## src/sv/gnd_pkg.sv

```systemverilog
package gnd_pkg;

    localparam logic [3:0] EV_NONE      = 4'd0;
    localparam logic [3:0] EV_GGA       = 4'd1;
    localparam logic [3:0] EV_RMC       = 4'd2;
    localparam logic [3:0] EV_IGNORED   = 4'd3;
    localparam logic [3:0] EV_TOO_LONG  = 4'd4;
    localparam logic [3:0] EV_TIMEOUT   = 4'd5;
    localparam logic [3:0] EV_RTCM_SKIP = 4'd6;
    localparam logic [3:0] EV_RTCM_BAD  = 4'd7;
    localparam logic [3:0] EV_TAKEN     = 4'd8;
    localparam logic [3:0] EV_NOTHING   = 4'd9;
    localparam logic [3:0] EV_READ      = 4'd10;

    localparam logic [1:0] MODE_BYTE = 2'd0;
    localparam logic [1:0] MODE_TICK = 2'd1;
    localparam logic [1:0] MODE_TAKE = 2'd2;
    localparam logic [1:0] MODE_READ = 2'd3;

    localparam logic CFG_FORWARD = 1'b0;
    localparam logic CFG_TIMEOUT = 1'b1;

    localparam logic [7:0] CH_RTCM = 8'hD3;
    localparam logic [7:0] CH_DOLLAR = 8'h24;
    localparam logic [7:0] CH_LF = 8'h0A;
    localparam logic [7:0] CH_CR = 8'h0D;
    localparam logic [7:0] CH_G = 8'h47;
    localparam logic [7:0] CH_N = 8'h4E;
    localparam logic [7:0] CH_P = 8'h50;
    localparam logic [7:0] CH_A = 8'h41;
    localparam logic [7:0] CH_R = 8'h52;
    localparam logic [7:0] CH_M = 8'h4D;
    localparam logic [7:0] CH_C = 8'h43;

    typedef struct packed {
        logic [7:0] data_byte;
        logic [6:0] length;
        logic       slot;
        logic [3:0] event_res;
    } res_t;

endpackage

```

## src/sv/gnd_front.sv

```systemverilog
module gnd_front #(
    parameter int MAX_LINE = 82,
    parameter int MAX_FRAME = 1023
) (
    input  logic              aclk,
    input  logic              aresetn,
    input  logic              in_valid,
    input  logic [1:0]        mode,
    input  logic [7:0]        rx_byte,
    input  logic              slot_select,
    input  logic [6:0]        byte_index,
    input  logic              cfg_we,
    input  logic              cfg_index,
    input  logic [15:0]       cfg_data,
    output logic              out_valid,
    output gnd_pkg::res_t     out_res
);
    localparam int CW = $clog2(MAX_LINE + 1);
    localparam int DEPTH = 3 * MAX_LINE;
    localparam int AW = $clog2(DEPTH);
    localparam int BW = $clog2(MAX_FRAME + 4);

    typedef enum logic [2:0] {
        PH_IDLE, PH_LEN_HI, PH_LEN_LO, PH_SKIP, PH_LINE, PH_DISCARD
    } phase_t;

    phase_t          phase_reg, phase_next;
    logic [7:0]      len_hi_reg, len_hi_next;
    logic [BW-1:0]   left_reg, left_next;
    logic [CW-1:0]   cnt_reg, cnt_next;
    logic [15:0]     idle_reg, idle_next;
    logic [7:0]      pf_reg [6];
    logic [7:0]      pf_next [6];
    logic [CW-1:0]   slen_reg [2];
    logic [CW-1:0]   slen_next [2];
    logic [1:0]      pend_reg, pend_next;
    logic [1:0]      bank_reg [2];
    logic [1:0]      bank_next [2];
    logic [1:0]      lbank_reg, lbank_next;
    logic            fwd_reg;
    logic [15:0]     tmo_reg;
    logic            valid_reg;
    gnd_pkg::res_t   res_reg, res_next;
    logic            rdok_reg, rdok_next;
    logic [7:0]      rd_q;
    logic [7:0]      mem [DEPTH];
    logic            wr_en, rd_en;
    logic [CW-1:0]   wr_idx;
    logic [AW-1:0]   wr_addr, rd_addr;
    logic [15:0]     frame_len;
    logic [15:0]     idle_inc;
    logic            is_gga, is_rmc, talker_ok;

    // The line buffer and both slots are three banks of one memory; storing
    // a sentence swaps the line bank with the slot bank instead of copying.
    always_ff @(posedge aclk) begin
        if (wr_en) begin
            mem[wr_addr] <= rx_byte;
        end
        if (rd_en) begin
            rd_q <= mem[rd_addr];
        end
    end

    assign frame_len = {len_hi_reg, rx_byte};
    assign idle_inc = (idle_reg == 16'hFFFF) ? idle_reg : idle_reg + 16'd1;
    assign talker_ok = (pf_reg[0] == gnd_pkg::CH_DOLLAR) && (pf_reg[1] == gnd_pkg::CH_G)
        && ((pf_reg[2] == gnd_pkg::CH_N) || (pf_reg[2] == gnd_pkg::CH_P))
        && (cnt_reg >= CW'(6));
    assign is_gga = talker_ok && (pf_reg[3] == gnd_pkg::CH_G)
        && (pf_reg[4] == gnd_pkg::CH_G) && (pf_reg[5] == gnd_pkg::CH_A);
    assign is_rmc = talker_ok && (pf_reg[3] == gnd_pkg::CH_R)
        && (pf_reg[4] == gnd_pkg::CH_M) && (pf_reg[5] == gnd_pkg::CH_C);
    assign rd_addr = AW'(16'(bank_reg[slot_select]) * 16'(MAX_LINE) + 16'(byte_index));
    assign wr_addr = AW'(16'(lbank_reg) * 16'(MAX_LINE) + 16'(wr_idx));

    always_comb begin
        phase_next = phase_reg;
        len_hi_next = len_hi_reg;
        left_next = left_reg;
        cnt_next = cnt_reg;
        idle_next = idle_reg;
        pf_next = pf_reg;
        slen_next = slen_reg;
        pend_next = pend_reg;
        bank_next = bank_reg;
        lbank_next = lbank_reg;
        res_next = '0;
        rdok_next = 1'b0;
        wr_en = 1'b0;
        wr_idx = cnt_reg;
        rd_en = 1'b0;
        if (in_valid) begin
            case (mode)
                gnd_pkg::MODE_BYTE: begin
                    case (phase_reg)
                        PH_IDLE: begin
                            if (rx_byte == gnd_pkg::CH_RTCM) begin
                                phase_next = PH_LEN_HI;
                            end else if (rx_byte == gnd_pkg::CH_DOLLAR) begin
                                wr_idx = '0;
                                wr_en = 1'b1;
                                pf_next[0] = rx_byte;
                                cnt_next = CW'(1);
                                idle_next = '0;
                                phase_next = PH_LINE;
                            end
                        end
                        PH_LEN_HI: begin
                            len_hi_next = rx_byte;
                            phase_next = PH_LEN_LO;
                        end
                        PH_LEN_LO: begin
                            if (frame_len == 16'd0 || frame_len > 16'(MAX_FRAME)) begin
                                phase_next = PH_IDLE;
                                res_next.event_res = gnd_pkg::EV_RTCM_BAD;
                            end else begin
                                left_next = BW'(frame_len + 16'd3);
                                phase_next = PH_SKIP;
                            end
                        end
                        PH_SKIP: begin
                            left_next = (left_reg != '0) ? left_reg - BW'(1) : left_reg;
                            if (left_next == '0) begin
                                phase_next = PH_IDLE;
                                res_next.event_res = gnd_pkg::EV_RTCM_SKIP;
                            end
                        end
                        PH_LINE: begin
                            if (rx_byte == gnd_pkg::CH_LF) begin
                                phase_next = PH_IDLE;
                                if ((is_gga || is_rmc) && fwd_reg) begin
                                    res_next.event_res = is_gga ? gnd_pkg::EV_GGA
                                                                : gnd_pkg::EV_RMC;
                                    res_next.slot = is_rmc;
                                    res_next.length = 7'(cnt_reg);
                                    slen_next[is_rmc] = cnt_reg;
                                    pend_next[is_rmc] = 1'b1;
                                    bank_next[is_rmc] = lbank_reg;
                                    lbank_next = bank_reg[is_rmc];
                                end else begin
                                    res_next.event_res = gnd_pkg::EV_IGNORED;
                                end
                            end else if (rx_byte != gnd_pkg::CH_CR) begin
                                idle_next = '0;
                                if (cnt_reg >= CW'(MAX_LINE)) begin
                                    phase_next = PH_DISCARD;
                                    res_next.event_res = gnd_pkg::EV_TOO_LONG;
                                end else begin
                                    wr_en = 1'b1;
                                    if (cnt_reg < CW'(6)) begin
                                        pf_next[cnt_reg[2:0]] = rx_byte;
                                    end
                                    cnt_next = cnt_reg + CW'(1);
                                end
                            end
                        end
                        PH_DISCARD: begin
                            if (rx_byte == gnd_pkg::CH_LF) begin
                                phase_next = PH_IDLE;
                            end else begin
                                idle_next = '0;
                            end
                        end
                        default: phase_next = PH_IDLE;
                    endcase
                end
                gnd_pkg::MODE_TICK: begin
                    if (phase_reg == PH_LINE || phase_reg == PH_DISCARD) begin
                        idle_next = idle_inc;
                        if (idle_inc >= tmo_reg) begin
                            idle_next = '0;
                            if (phase_reg == PH_LINE) begin
                                phase_next = PH_DISCARD;
                                res_next.event_res = gnd_pkg::EV_TIMEOUT;
                            end else begin
                                phase_next = PH_IDLE;
                            end
                        end
                    end
                end
                gnd_pkg::MODE_TAKE: begin
                    if (pend_reg[0] || pend_reg[1]) begin
                        res_next.event_res = gnd_pkg::EV_TAKEN;
                        res_next.slot = !pend_reg[0];
                        res_next.length = 7'(slen_reg[!pend_reg[0]]);
                        pend_next[!pend_reg[0]] = 1'b0;
                    end else begin
                        res_next.event_res = gnd_pkg::EV_NOTHING;
                    end
                end
                gnd_pkg::MODE_READ: begin
                    res_next.event_res = gnd_pkg::EV_READ;
                    res_next.slot = slot_select;
                    rdok_next = 8'(byte_index) < 8'(slen_reg[slot_select]);
                    rd_en = rdok_next;
                end
                default: res_next = '0;
            endcase
        end
    end

    always_ff @(posedge aclk) begin
        if (!aresetn) begin
            phase_reg <= PH_IDLE;
            len_hi_reg <= '0;
            left_reg <= '0;
            cnt_reg <= '0;
            idle_reg <= '0;
            slen_reg[0] <= '0;
            slen_reg[1] <= '0;
            pend_reg <= '0;
            bank_reg[0] <= 2'd0;
            bank_reg[1] <= 2'd1;
            lbank_reg <= 2'd2;
            fwd_reg <= 1'b1;
            tmo_reg <= 16'd200;
            valid_reg <= 1'b0;
        end else begin
            phase_reg <= phase_next;
            len_hi_reg <= len_hi_next;
            left_reg <= left_next;
            cnt_reg <= cnt_next;
            idle_reg <= idle_next;
            slen_reg <= slen_next;
            pend_reg <= pend_next;
            bank_reg <= bank_next;
            lbank_reg <= lbank_next;
            valid_reg <= in_valid;
            if (cfg_we) begin
                if (cfg_index == gnd_pkg::CFG_FORWARD) begin
                    fwd_reg <= cfg_data[0];
                end else begin
                    tmo_reg <= cfg_data;
                end
            end
        end
        pf_reg <= pf_next;
        res_reg <= res_next;
        rdok_reg <= rdok_next;
    end

    assign out_valid = valid_reg;
    always_comb begin
        out_res = res_reg;
        out_res.data_byte = rdok_reg ? rd_q : 8'd0;
    end

    a_banks_distinct: assert property (@(posedge aclk) disable iff (!aresetn)
        (bank_reg[0] != bank_reg[1]) && (bank_reg[0] != lbank_reg)
        && (bank_reg[1] != lbank_reg))
        else $error("slot and line banks overlap");
    a_count_bound: assert property (@(posedge aclk) disable iff (!aresetn)
        cnt_reg <= CW'(MAX_LINE))
        else $error("line count beyond maximum");
    a_len_bound: assert property (@(posedge aclk) disable iff (!aresetn)
        (slen_reg[0] <= CW'(MAX_LINE)) && (slen_reg[1] <= CW'(MAX_LINE)))
        else $error("slot length beyond maximum");
endmodule

```

## src/sv/gnd_queue.sv

```systemverilog
module gnd_queue (
    input  logic          aclk,
    input  logic          aresetn,
    input  logic          push,
    input  gnd_pkg::res_t push_data,
    input  logic          pop,
    output logic          not_empty,
    output gnd_pkg::res_t head,
    output logic [2:0]    count
);
    gnd_pkg::res_t slots_reg [4];
    logic [1:0]    wp_reg, rp_reg;
    logic [2:0]    cnt_reg;

    always_ff @(posedge aclk) begin
        if (!aresetn) begin
            wp_reg <= '0;
            rp_reg <= '0;
            cnt_reg <= '0;
        end else begin
            if (push) begin
                wp_reg <= wp_reg + 2'd1;
            end
            if (pop) begin
                rp_reg <= rp_reg + 2'd1;
            end
            cnt_reg <= cnt_reg + 3'(push) - 3'(pop);
        end
        if (push) begin
            slots_reg[wp_reg] <= push_data;
        end
    end

    assign not_empty = cnt_reg != 3'd0;
    assign head = slots_reg[rp_reg];
    assign count = cnt_reg;

    a_no_overflow: assert property (@(posedge aclk) disable iff (!aresetn)
        push |-> (cnt_reg != 3'd4 || pop))
        else $error("queue overflow");
    a_no_underflow: assert property (@(posedge aclk) disable iff (!aresetn)
        pop |-> cnt_reg != 3'd0)
        else $error("queue underflow");
    a_count_bound: assert property (@(posedge aclk) disable iff (!aresetn)
        cnt_reg <= 3'd4)
        else $error("queue count out of range");
endmodule

```

## src/sv/gnss_rtcm_nmea_stream_demux_core.sv

```systemverilog
// Splits a GNSS receiver byte stream: RTCM3 frames are skipped, NMEA GGA and
// RMC sentences are kept in two slots that can be taken or read byte by byte.
// One beat in (byte, tick, take or read) gives exactly one result beat. The
// block takes one beat per cycle while s_tready is high; each result passes
// through the parser's result register, which also carries the registered
// read of the sentence memory and loads on the accepting edge, then through
// the queue and the output register.
// A four-entry queue decouples the parser from the output, so the input keeps
// flowing while results wait up to that depth.
module gnss_rtcm_nmea_stream_demux_core #(
    parameter int MAX_LINE = 82,
    parameter int MAX_FRAME = 1023
) (
    input  logic        aclk,
    input  logic        aresetn,
    input  logic        s_tvalid,
    output logic        s_tready,
    input  logic [23:0] s_tdata,   // mode[1:0], rx_byte[9:2], slot_select[10], byte_index[17:11]
    output logic        m_tvalid,
    input  logic        m_tready,
    output logic [23:0] m_tdata,   // event_res[3:0], slot[4], length[11:5], data_byte[19:12]
    input  logic        cfg_valid,
    output logic        cfg_ready,
    input  logic        cfg_index,
    input  logic [15:0] cfg_data
);
    logic          front_valid;
    gnd_pkg::res_t front_res;
    logic          q_not_empty, q_pop;
    gnd_pkg::res_t q_head;
    logic [2:0]    q_count;
    logic          m_valid_reg;
    gnd_pkg::res_t m_res_reg;

    // Room is counted for the beat still inside the front pipeline.
    assign s_tready = (4'(q_count) + 4'(front_valid)) < 4'd4;
    assign cfg_ready = 1'b1;

    gnd_front #(.MAX_LINE(MAX_LINE), .MAX_FRAME(MAX_FRAME)) u_front (
        .aclk        (aclk),
        .aresetn     (aresetn),
        .in_valid    (s_tvalid && s_tready),
        .mode        (s_tdata[1:0]),
        .rx_byte     (s_tdata[9:2]),
        .slot_select (s_tdata[10]),
        .byte_index  (s_tdata[17:11]),
        .cfg_we      (cfg_valid),
        .cfg_index   (cfg_index),
        .cfg_data    (cfg_data),
        .out_valid   (front_valid),
        .out_res     (front_res)
    );

    gnd_queue u_queue (
        .aclk      (aclk),
        .aresetn   (aresetn),
        .push      (front_valid),
        .push_data (front_res),
        .pop       (q_pop),
        .not_empty (q_not_empty),
        .head      (q_head),
        .count     (q_count)
    );

    assign q_pop = q_not_empty && (!m_valid_reg || m_tready);

    always_ff @(posedge aclk) begin
        if (!aresetn) begin
            m_valid_reg <= 1'b0;
        end else if (!m_valid_reg || m_tready) begin
            m_valid_reg <= q_not_empty;
        end
        if (q_pop) begin
            m_res_reg <= q_head;
        end
    end

    assign m_tvalid = m_valid_reg;
    assign m_tdata = {4'd0, m_res_reg};
endmodule
```

## config.mk

```make
export PLATFORM = sky130hd
export DESIGN_NAME = gnss_rtcm_nmea_stream_demux_core
export DESIGN_NICKNAME = d
export VERILOG_FILES = /design/src/sv/gnd_pkg.sv /design/src/sv/gnd_front.sv /design/src/sv/gnd_queue.sv /design/src/sv/gnss_rtcm_nmea_stream_demux_core.sv
export SDC_FILE = /design/constraint.sdc
export NUM_CORES = 2
export LEC_CHECK = 0
export BUFFER_PORTS_ARGS = -buffer_cell sky130_fd_sc_hd__buf_2
export CAP_MARGIN = 20
export CELL_PAD_IN_SITES_DETAIL_PLACEMENT = 0
export CELL_PAD_IN_SITES_GLOBAL_PLACEMENT = 1
export CORE_ASPECT_RATIO = 0.5
export CORE_MARGIN = 1.5
export CORE_UTILIZATION = 40
export CTS_CLUSTER_SIZE = 14
export DETAILED_ROUTE_END_ITERATION = 16
export GPL_TIMING_DRIVEN = 0
export PLACE_DENSITY_LB_ADDON = 0.05
export SYNTH_ARGS = -nofsm -noshare
export SYNTH_HDL_FRONTEND = slang
export SYNTH_SLANG_ARGS = --single-unit
```

## constraint.sdc

```tcl
create_clock -name aclk -period 4.7 [get_ports aclk]
set_clock_uncertainty 0.15 [all_clocks]
set_input_delay 0.47 -clock aclk [delete_from_list [all_inputs] [get_ports aclk]]
set_output_delay 0.47 -clock aclk [all_outputs]
set_load 0.1 [all_outputs]
```

==> impl_metrics.ini <==
[synthesis]
synthCells = 4541
async_flop_share_pct = 0
ys.flop_type = edfxtp_1
synth_edf_count = 2124
synth_area_mm2 = 0.0884
ys_seq_elements = 2230
synth.area.top_cells = edfxtp_1 (72%), mux4_2 (15%), dfxtp_1 (2.4%), nor2_1 (1.6%), nand2_1 (1.1%)
yosysTopAreaCell = edfxtp_1
ys_seq_area_share_pct = 74.5
syn_avg_cell_area_um2 = 19.5
ys_types = 76
yosys.area.top_type_share_pct = 72.1
synth_warnings = 0

[outcome]
violations = negative hold slack, negative setup slack
status = complete, but fails checks

[final_layout]
final_layout_size_suffix_gt1_share_pct = 32.1
final_cells = 8164
final_common_cell = edfxtp_1
largest_register_ffs = 1968
final_cell_mix = edfxtp_1 (2124), mux4_2 (580), nor2_4 (255), clkbuf_16 (213), nand2_1 (198)
fin_nets = 5155
syn2layout_area_growth_pct = 19.9
fill_cells = 18100

[clocking]
clkSlewWorstSetupHoldPaths_ns = 0.07
clock_sinks = 2230
clkLatencyLatePin_ns = 0.89
ctsLongestPathBuffers = 4
cts-root-buf = clkbuf_16
cts_made_buffers = 207
htreeDepth = 4
cts_tree = yes

[power]
ir_worst_vdd_v = 0.000310
power_density_mw_per_mm2 = 405
p_leak_nw = 33.4

[routing]
routedWlPerCell_um = 35.1
vias = 47900
drtAntennaViolNets = 0
drt_wl_total_um = 287000
viasPerCell = 5.86
first_pass_iters = 7
drc_errors = 0
drt-initial-drc-count = 5793

[timing]
worst_pin_slew_ns = 1.17
max-slew-margin-rel_pct = 21.7
period_minus_slack_ns = 4.80
fin_hold_ws_ns = -0.0239
hold_viol_final = 5
slew_viol_final = 0
setup_viol = 7
fin_ws_ns = -0.0955
rsz0062_at_grt = true
fmax_mhz = 209
post-route-period-util_pct = 102

[global_routing]
grt_overflow = 0
grt_max_degree = 134
grt_pass1_wl_um = 388000
grt_usage_pct = 25.4
grt_pass1_vias = 47200
grt_antenna_before_repair = 18

[die]
ios = 73
core_mm2 = 0.219
dieHeight_um = 335
initial_core_util_pct = 40.4
fp.dieW_um = 668
die_area_mm2 = 0.224
rows = 121

[setup_path]
slowest_stage = o22ai_2
crit_chain = mux2_2 -> ha_1 -> fa_1 -> clkbuf_4 -> clkbuf_4 -> buf_2 -> nand2_2 -> o22ai_2 -> nor3_1 -> a211o_4
critPathLaunchType = flip-flop
cp_slowest_stage_delay_ns = 0.57
crit_type = reg2reg
arrival_ns = 5.22
end_kind = flip-flop
rrSetupSlack_ns = -0.1
critPathRequiredTime_ns = 5.13
critPathMaxFanout = 11
cp_common_cell = clkbuf_4

[placed_design]
port_buffers = 59
placed_cells = 7611
hpwl_um = 193000
place.gp.congestion = 0.933
pre_cts_slack_ns = -2.35

[hold_path]
hold_class = in2reg

[job]
max_cap_viol_count = 0
cells in the mapped netlist (10+ instances only):
cell type  instances
nand2_1          254
edfxtp_1        2124
o211ai_1          10
mux4_2           580
nor4_1            10
nand3_1          102
o2111ai_1         19
xor2_1            13
mux2i_1           89
inv_1             43
or2_2             12
buf_4             12
a211oi_1          34
o21ai_0           40
a21o_1            15
clkbuf_1         109
nor2_1           384
and2_1            39
nor3_1            29
nor2b_1           15
buf_2             78
and3_1            13
nand4_1           14
ha_1              48
nand2_2           13
dfxtp_1          106
nand2b_1          17
o22ai_1           23
a21oi_1          113
xnor2_1           25
buf_1             44
a211o_1           11
what timing repair did:
action                                 4_1_cts  5_1_grt
pin swaps                                   52       84
hold buffers                                51        0
setup buffers                               53       76
gates resized for setup                    782       78
cloned                                       3        2
setup endpoints to repair                 1992     1996
endpoints found under the hold margin      375        0
power by group:
group          total, W  internal [W]  switching (W)  leakage, nW
sequential       0.0220        0.0219      0.0000717         20.0
clock            0.0161       0.00872        0.00742         3.02
combinational   0.00477       0.00147        0.00329         10.4
total            0.0429        0.0321         0.0108         33.4
path summary, 6_finish.rpt:
path,startpoint,to,cells after the start
min reg2reg,u_front.tmo_reg[11],u_front.tmo_reg[11],2
max reg2reg,u_front.bank_reg[0],u_front.rd_q[1],10
min,s_tdata[7],u_front.mem[224][5],2
max,u_front.bank_reg[0],u_front.rd_q[1],10
critical path: cells and delay by family (launching register included):
kind                       cells  cell delay, ns
muxes                          1            0.38
AOI/OAI and AO/OA              2            0.98
adders and majority gates      2            0.80
buffers and inverters          3            1.25
and+or+nand+nor                2            0.55
DFF                            1            0.32
per-layer routing:
layer / up-vias / global-route usage [%] / wire length, um
met5: - / 1.18 / 310
met4: 14 / 6.20 / 7280
met3: 385 / 6.78 / 25700
met2: 1930 / 38.3 / 129000
met1: 26000 / 36.7 / 125000
li1: 19500 / - / -
cell type report:
cell class	instances	area (um^2)	share of cell area, %
plain buffers	242	1350	1.28
repair buffers	307	4570	4.31
clock buffers	277	5580	5.26
diodes	4	10.0	0.00945
flip-flops and latches	2230	65900	62.2
inverters	44	169	0.159
clock inverters	82	591	0.557
well taps	2952	3690	3.49
multi-input cells	2026	24100	22.7
through the flow:
| stage | cell area [um^2] | hold slack (ns) | util (%) | TNS, ns | power [W] |
|---|---|---|---|---|---|
| 2_1_floorplan | 88400 | 0.286 | - | 0 | 0.0250 |
| 3_3_place_gp | 92400 | 0.302 | 42.3 | - | 0.0269 |
| 3_5_place_dp | 93600 | 0.298 | 42.8 | -3753.89 | 0.0270 |
| 4_1_cts | 104000 | 0.00186 | 47.7 | -2.25 | 0.0432 |
| 5_1_grt | 106000 | 0.0245 | 48.5 | -4.80 | 0.0441 |
| 6_report | 106000 | -0.0239 | 48.5 | -0.395 | 0.0429 |
kinds of logic (layout without fill, tap and decap cells):
kind of cell / Yosys count / in the layout / synth area share (%)
DFF: 2230 / 2230 / 74.5
AOI/OAI and AO/OA: 317 / 317 / 2.33
muxes: 670 / 670 / 15.8
buffers and inverters: 288 / 952 / 1.39
xor gates and xnor gates: 38 / 38 / 0.376
other: 2 / 9 / 0.00849
and+or+nand+nor: 945 / 945 / 4.81
adders and majority gates: 51 / 51 / 0.747
Power figures use the tool's default switching activity.
